==> src/rtl/core/iole_pkg.sv <==
// ----------------------------------------------------------------------------
// iole_pkg: indexed ordered list engine package
// Function and status codes, word types, cell modes and controller states.
// ----------------------------------------------------------------------------
package iole_pkg;

  // Operation selector
  typedef enum logic [2:0] {
    FN_INS_AT    = 3'd0,
    FN_INS_FIRST = 3'd1,
    FN_INS_LAST  = 3'd2,
    FN_READ      = 3'd3,
    FN_WRITE     = 3'd4,
    FN_DEL_AT    = 3'd5,
    FN_DEL_ALL   = 3'd6,
    FN_NOP       = 3'd7
  } func_e;

  // Result status
  typedef enum logic [1:0] {
    ST_OK    = 2'd0,
    ST_RANGE = 2'd1,
    ST_FULL  = 2'd2
  } status_e;

  // Command broadcast to every cell of the chain
  typedef enum logic [2:0] {
    CM_HOLD    = 3'd0,
    CM_INSERT  = 3'd1,
    CM_WRITE   = 3'd2,
    CM_DELETE  = 3'd3,
    CM_MARK    = 3'd4,
    CM_COMPACT = 3'd5
  } cell_mode_e;

  // Controller states, one-hot
  typedef enum logic [2:0] {
    S_IDLE    = 3'b001,
    S_EXEC    = 3'b010,
    S_COMPACT = 3'b100
  } state_e;

  // Input word
  typedef struct packed {
    func_e              func;
    logic [6:0]         position;
    logic signed [31:0] item_value;
  } req_t;

  // Result word
  typedef struct packed {
    logic signed [31:0] read_value;
    status_e            status;
    logic [6:0]         list_count;
    logic [6:0]         removed_count;
  } rsp_t;

endpackage

==> src/rtl/core/iole_cell.sv <==
// ----------------------------------------------------------------------------
// iole_cell: one list entry
// Holds one entry and a keep flag; shifts toward either neighbor, loads a
// new value, marks itself for removal and drives its data on a read hit.
// ----------------------------------------------------------------------------
module iole_cell #(
  parameter int DATA_WIDTH = 32,
  parameter int CNT_W      = 7
) (
  input  logic                       clk_i,
  input  iole_pkg::cell_mode_e       mode_i,
  input  logic [CNT_W-1:0]           idx_i,
  input  logic [CNT_W-1:0]           at_i,
  input  logic [CNT_W-1:0]           cnt_i,
  input  logic [DATA_WIDTH-1:0]      val_i,
  input  logic [DATA_WIDTH-1:0]      left_data_i,
  input  logic [DATA_WIDTH-1:0]      right_data_i,
  input  logic                       right_keep_i,
  input  logic                       hole_i,
  output logic [DATA_WIDTH-1:0]      data_o,
  output logic                       keep_o,
  output logic                       hole_o,
  output logic [DATA_WIDTH-1:0]      rd_o
);
  import iole_pkg::*;

  logic [DATA_WIDTH-1:0] data_q, data_d;
  logic                  keep_q, keep_d;
  logic                  hit, past;

  assign hit  = (idx_i == at_i);
  assign past = (idx_i > at_i);

  // a hole anywhere at or below this cell pulls the right neighbor in
  assign hole_o = hole_i | ~keep_q;

  // next entry value and keep flag
  always_comb begin
    data_d = data_q;
    keep_d = keep_q;
    unique case (mode_i)
      CM_INSERT: begin
        if (past) begin
          data_d = left_data_i;
        end else if (hit) begin
          data_d = val_i;
        end
      end
      CM_WRITE: begin
        if (hit) begin
          data_d = val_i;
        end
      end
      CM_DELETE: begin
        if (past || hit) begin
          data_d = right_data_i;
        end
      end
      CM_MARK: begin
        keep_d = (idx_i >= cnt_i) || (data_q != val_i);
      end
      CM_COMPACT: begin
        if (hole_o) begin
          data_d = right_data_i;
          keep_d = right_keep_i;
        end
      end
      default: begin
        data_d = data_q;
      end
    endcase
  end

  always_ff @(posedge clk_i) begin
    data_q <= data_d;
    keep_q <= keep_d;
  end

  assign data_o = data_q;
  assign keep_o = keep_q;
  assign rd_o   = hit ? data_q : '0;

endmodule

==> config.mk <==
export PLATFORM = sky130hd
export DESIGN_NAME = iole_cell
export DESIGN_NICKNAME = d
export VERILOG_FILES = /design/src/rtl/core/iole_pkg.sv /design/src/rtl/core/iole_cell.sv
export SDC_FILE = /design/constraint.sdc
export NUM_CORES = 1
export LEC_CHECK = 0
export CORE_AREA = 2 2 74 76
export CTS_CLUSTER_DIAMETER = 200
export DETAILED_ROUTE_END_ITERATION = 8
export DIE_AREA = 0 0 76 78
export DONT_BUFFER_PORTS = 1
export GPL_TIMING_DRIVEN = 0
export PLACE_DENSITY = 0.86
export SYNTH_ARGS = -nofsm -noshare
export SYNTH_HDL_FRONTEND = slang
export SYNTH_SLANG_ARGS = --single-unit
==> constraint.sdc <==
create_clock -name clk_i -period 5.5 [get_ports clk_i]
set_clock_uncertainty 0.2 [all_clocks]
set_input_delay 1.375 -clock clk_i [delete_from_list [all_inputs] [get_ports clk_i]]
set_output_delay 1.375 -clock clk_i [all_outputs]
set_load 0.03 [all_outputs]
==> run_results.csv, run 1 <==
group,metric,value,unit
clock_tree,numCtsBuffers,5,
job,maxCapViolCount,0,
clock_tree,cts_tree,"done",
die,placementRows,26,
worst_hold_path,hold-path-endpoint,"data_o[17]$_DFFE_PP_",
synthesis,syn_nets,455,
pwr,clkPwrFrac,0.278,
worst_setup_path,crit_buf_inv,3,
worst_setup_path,crit_fanout,10,
pwr,p_sw,0.0002722,W
timing,worst_hold_slack,767.1,ps
timing,tns,0,ps
synthesis,synth_warnings,0,
worst_hold_path,hold_start,"data_o[17]$_DFFE_PP_",
clock_tree,clockBufferDepth,2,
synthesis,syn_area_per_cell,9.474,um2
timing,report.final.slew_viol_count,0,
clock_tree,cts_max_level,2,
detailed_routing,drt-total-wl,8255,um
timing,post-route-min-period,4780,ps
worst_setup_path,reg2reg_slack,3170,ps
synthesis,ys_types,36,
worst_setup_path,critPathMaxStageDelay,420,ps
timing,rsz0062_at_grt,"no",
worst_setup_path,cp.required,3920,ps
worst_setup_path,cp-start-kind,"input port",
worst_setup_path,arrival,3210,ps
synthesis,syn_inst,318,
worst_setup_path,crit_family,"simple AND/OR/NAND/NOR gates",
layout,antenna-diode-count,0,
layout,final_common_cell,"inv_1",
clock_tree,postCtsSetupBuffers,0,
die,die_area,0.005928,mm2
place,place_area,0.003136,mm2
clock_tree,clk_pin_slew,70,ps
synthesis,synth_top_cell_area_share,0.3289,
timing,fmax,0.2092,GHz
layout,layout_common_cells,"inv_1, nand2_1, edfxtp_1",
worst_setup_path,cp_slowest_cell,"clkbuf_1",
worst_hold_path,holdPathStages,2,
place,hpwl,6691,um
detailed_routing,wl_per_cell,20.74,um
synthesis,yosys_most_used_dff,"edfxtp_1",
detailed_routing,ant_nets,0,
pwr,swShare,0.3352,
pwr,combPwrFrac,0.230,
detailed_routing,routed-via-count,2448,
place,gp_congestion,0.8577,
clock_tree,clock_sinks,33,
place,preCtsSetupSlack,703.4,ps
worst_setup_path,reg2regPathDepth,4,
run_status,status,"finished, final reports clean",
worst_setup_path,r2r-start,"keep_o$_DFFE_PP_",
synthesis,synth_top_area_cell,"edfxtp_1",
synthesis,netlist_area,0.003013,mm2
pwr,totalPowerFinal,0.0008120,W
layout,nFillCells,425,
pwr,power_density,250.5,mW/mm2
pwr,sequentialPowerShare,0.493,
timing,fin_crit_sh,0.8691,
synthesis,ys_seq_area_frac,0.3289,
global_route,grt_pass1_vias,2513,
global_route,grt_usage,0.2675,
die,start_util,0.5975,
layout,drive_gt1_frac,0.07317,
layout,final_area,0.003242,mm2
synthesis,ys_seq_elements,33,
global_route,grt_pass1_wl,12390,um
synthesis,async_flop_share,0,
worst_setup_path,setup.worst_path.class,"input port to output port",
clock_tree,cts_repair_resize_count,0,
global_route,antenna_found_initial,0,
worst_setup_path,cp_cell_sequence,"inv_1, ha_1, nand4_2, nor2_1, buf_6, clkbuf_1, and2_1",
pwr,internal_power,0.0005398,W
place,numPortBuffers,0,
timing,hold_viol_final,0,
layout,fin_nets,464,
die,die_h,78,um
die,die_w,76,um
pwr,leakagePower,1.204,nW
pwr,vdd_ir_drop_max,160.2,uV
detailed_routing,dr.pass1.iters,4,
worst_setup_path,r2r-end,"data_o[20]$_DFFE_PP_",
detailed_routing,drt_iter0_drc,61,
synthesis,synth_edf_count,33,
die,ios,189,
global_route,grt_max_degree,13,
synthesis,ys_top_cells_by_area,"edfxtp_1, mux2i_1, xnor2_1, o221ai_1, and2_1",
clock_tree,holdBufCountCts,0,
worst_hold_path,min_path_type,"register to register",
layout,area_delta_synth_final,7.600,%
clock_tree,clock-root-buffer,"clkbuf_8",
die,coreArea,0.005042,mm2
timing,slew_headroom,0.4694,
timing,tightest_slew,796.0,ps
clock_tree,clock_latency,280,ps
detailed_routing,drt_drc_violations_left,0,
detailed_routing,vias_per_cell,6.151,
timing,setup_viol,0,
global_route,grt_overflow_total,0,
timing,worst_slack,719.9,ps
worst_setup_path,endpoint_kind,"output port",
[Yosys cell counts (2+ instances only)]
| master | count |
|---|---|
| a21o_1 | 3 |
| o21ai_0 | 3 |
| buf_2 | 3 |
| nand3b_1 | 2 |
| nor3_1 | 2 |
| nand3_1 | 5 |
| nor2b_1 | 2 |
| nand2_1 | 33 |
| edfxtp_1 | 33 |
| buf_6 | 4 |
| nand4_1 | 9 |
| nand2b_1 | 3 |
| o221ai_2 | 2 |
| o221ai_1 | 30 |
| ha_1 | 14 |
| inv_1 | 47 |
| mux2i_1 | 32 |
| xnor2_1 | 31 |
| clkbuf_1 | 6 |
| a21oi_1 | 5 |
| and2_1 | 32 |
| buf_8 | 3 |
[logic make-up (layout without fill, tap and decap cells)]
group                      count (synthesis)  after routing  share of synthesized area
buffers and inverters                     63             73                     0.1009
adders and majority gates                 14             14                    0.05814
muxes                                     32             32                     0.1063
AOI/OAI and AO/OA                         51             51                     0.1454
DFF                                       33             33                     0.3289
xor gates and xnor gates                  32             32                    0.09302
and+or+nand+nor                           93             93                     0.1674
[metal layers]
layer	track usage	wire [um]	vias up
li1	-	-	1152
met1	0.3089	3212	1157
met2	0.4830	4242	130
met3	0.07093	677	9
met4	0.08727	124	0
met5	0	0	-
[flip-flops by register name, indices dropped and copies added, names as in the netlist]
name	count
keep_o	1
data_o	32
[power by group through the flow]
stage / clock (W) / sequential, W / combinational [W]
detailed placement: 0 / 0.000405 / 0.000187
global route: 0.000240 / 0.000404 / 0.000206
CTS: 0.000231 / 0.000400 / 0.000188
floorplan: 0 / 0.000397 / 0.000145
global placement: 0 / 0.000406 / 0.000176
finish: 0.000225 / 0.000400 / 0.000186
[layout make-up]
| class | count | area [um2] | area share |
|---|---|---|---|
| tap | 70 | 87.58 | 0.02702 |
| inverter | 47 | 176.4 | 0.05442 |
| sequential | 33 | 991.0 | 0.3057 |
| timing repair buffer | 2 | 30.03 | 0.009263 |
| clock buffer | 6 | 72.57 | 0.02239 |
| buffer | 16 | 127.6 | 0.03937 |
| multi-input combinational | 222 | 1723 | 0.5315 |
| clock inverter | 2 | 33.78 | 0.01042 |
[worst min-delay path, cell delays in order, from the launching register on]
cell and delay [ps]:
edfxtp_1 570, mux2i_1 130, o221ai_1 150
[through the flow]
stage                     cells    util
after global placement      388  0.6149
after global routing        398  0.6429
final                       398  0.6429
after CTS                   398  0.6429
after floorplan             318       -
after detailed placement    390  0.6218
[worst max path at each step]
stage	from	endpoint	slack, ps	depth (start not counted)
after floorplan	at_i[6]	data_o[0]$_DFFE_PP_	1040	7
after global placement	at_i[6]	data_o[28]$_DFFE_PP_	130	7
after detailed placement	at_i[6]	rd_o[12]	700	7
after CTS	at_i[6]	rd_o[12]	700	7
after global routing	at_i[6]	rd_o[12]	610	7
final	at_i[6]	rd_o[12]	720	7
Power figures use the tool's default switching activity.
==> run 2: changes to the inputs <==
--- a/config.mk
+++ b/config.mk
@@ -11,7 +11,7 @@
 export DIE_AREA = 0 0 76 78
 export DONT_BUFFER_PORTS = 1
 export GPL_TIMING_DRIVEN = 0
-export PLACE_DENSITY = 0.86
+export PLACE_DENSITY_LB_ADDON = 0.12
 export SYNTH_ARGS = -nofsm -noshare
 export SYNTH_HDL_FRONTEND = slang
 export SYNTH_SLANG_ARGS = --single-unit
==> run_results.csv, run 2 (same netlist as run 1, synthesis figures left out) <==
group,metric,value,unit
worst_setup_path,cp.required,3920,ps
layout,nFillCells,455,
worst_setup_path,cp-start-kind,"input port",
detailed_routing,vias_per_cell,6.116,
global_route,grt_max_degree,14,
worst_setup_path,reg2regPathDepth,3,
die,coreArea,0.005042,mm2
timing,tns,0,ps
pwr,vdd_ir_drop_max,175.9,uV
die,placementRows,26,
worst_hold_path,hold_start,"data_o[15]$_DFFE_PP_",
layout,final_common_cell,"inv_1",
worst_setup_path,crit_family,"simple AND/OR/NAND/NOR gates",
detailed_routing,drt_iter0_drc,77,
clock_tree,holdBufCountCts,0,
timing,fin_crit_sh,0.8840,
die,die_w,76,um
worst_hold_path,min_path_type,"register to register",
clock_tree,clk_pin_slew,70,ps
run_status,status,"finished, final reports clean",
worst_setup_path,cp_cell_sequence,"inv_1, ha_1, nand4_2, nor2_1, buf_6, clkbuf_1, and2_1",
die,start_util,0.5975,
pwr,totalPowerFinal,0.0008119,W
layout,layout_common_cells,"inv_1, nand2_1, edfxtp_1",
place,preCtsSetupSlack,650.0,ps
die,die_area,0.005928,mm2
layout,antenna-diode-count,0,
timing,post-route-min-period,4862,ps
clock_tree,clock_sinks,33,
timing,fmax,0.2057,GHz
worst_hold_path,holdPathStages,2,
clock_tree,clock-root-buffer,"clkbuf_8",
pwr,power_density,250.5,mW/mm2
detailed_routing,routed-via-count,2434,
clock_tree,postCtsSetupBuffers,0,
worst_setup_path,cp_slowest_cell,"clkbuf_1",
place,gp_congestion,0.8308,
clock_tree,cts_tree,"done",
detailed_routing,wl_per_cell,20.32,um
global_route,grt_overflow_total,0,
clock_tree,clockBufferDepth,2,
worst_setup_path,r2r-end,"data_o[12]$_DFFE_PP_",
clock_tree,clock_latency,290,ps
layout,drive_gt1_frac,0.07317,
place,numPortBuffers,0,
detailed_routing,dr.pass1.iters,4,
timing,setup_viol,0,
worst_setup_path,crit_buf_inv,3,
worst_hold_path,hold-path-endpoint,"data_o[15]$_DFFE_PP_",
die,die_h,78,um
layout,area_delta_synth_final,7.600,%
global_route,grt_usage,0.2724,
worst_setup_path,critPathMaxStageDelay,470,ps
pwr,leakagePower,1.204,nW
global_route,antenna_found_initial,0,
timing,worst_slack,637.7,ps
worst_setup_path,r2r-start,"keep_o$_DFFE_PP_",
timing,slew_headroom,0.4981,
layout,multi_input_area,0.001723,mm2
place,hpwl,6395,um
worst_setup_path,arrival,3290,ps
die,ios,189,
clock_tree,cts_repair_resize_count,0,
detailed_routing,drt_drc_violations_left,0,
clock_tree,cts_max_level,2,
clock_tree,numCtsBuffers,5,
timing,report.final.slew_viol_count,0,
global_route,grt_pass1_wl,12520,um
timing,rsz0062_at_grt,"no",
worst_setup_path,reg2reg_slack,3360,ps
global_route,grt_pass1_vias,2450,
timing,tightest_slew,752.8,ps
timing,hold_viol_final,0,
detailed_routing,drt-total-wl,8088,um
layout,fin_nets,464,
layout,largest_reg_flops,32,
worst_setup_path,crit_fanout,10,
worst_setup_path,endpoint_kind,"output port",
detailed_routing,ant_nets,0,
worst_setup_path,setup.worst_path.class,"input port to output port",
job,maxCapViolCount,0,
layout,seq_area,991.0,um2
-- run 2: area by class of cell --
class                      count  share of cell area
inverter                      47             0.05442
tap                           70             0.02702
timing repair buffer           2            0.009263
clock buffer                   6             0.02239
multi-input combinational    222              0.5315
buffer                        16             0.03937
sequential                    33              0.3057
clock inverter                 2             0.01042
-- run 2: power breakdown --
group          switching, W  internal, W
Combinational     0.0000992    0.0000874
Sequential        0.0000814     0.000318
Clock             0.0000918     0.000134
-- run 2: through the flow --
| stage | instance area [um2] | util | cells | hold WS (ps) |
|---|---|---|---|---|
| after floorplan | 3013 | - | 318 | 703.1 |
| after global placement | 3100 | 0.6149 | 388 | 729.6 |
| after detailed placement | 3136 | 0.6218 | 390 | 747.0 |
| after CTS | 3242 | 0.6429 | 398 | 763.1 |
| after global routing | 3242 | 0.6429 | 398 | 787.1 |
| final | 3242 | 0.6429 | 398 | 756.1 |
-- run 2: how the worst max path moves through the flow --
stage	cells after the start	to	startpoint
final	7	rd_o[14]	at_i[6]
after global routing	7	rd_o[14]	at_i[6]
after detailed placement	7	rd_o[14]	at_i[6]
after global placement	7	data_o[21]$_DFFE_PP_	at_i[6]
after floorplan	7	data_o[0]$_DFFE_PP_	at_i[6]
after CTS	7	rd_o[14]	at_i[6]
-- run 2: worst reg2reg max path, delay by kind of cell, from the launching register on --
kind	cells	cell delay, ps
buffers and inverters	1	250
AND/OR/NAND/NOR	1	230
flip-flops	1	530
AO/OA/AOI/OAI	1	650
-- run 2: layer usage --
layer / up-vias / GRT usage / wire length, um
li1: 1150 / - / -
met1: 1155 / 0.3148 / 3220
met2: 120 / 0.4857 / 4101
met3: 9 / 0.08372 / 664
met5: - / 0 / 0
met4: 0 / 0.08364 / 101
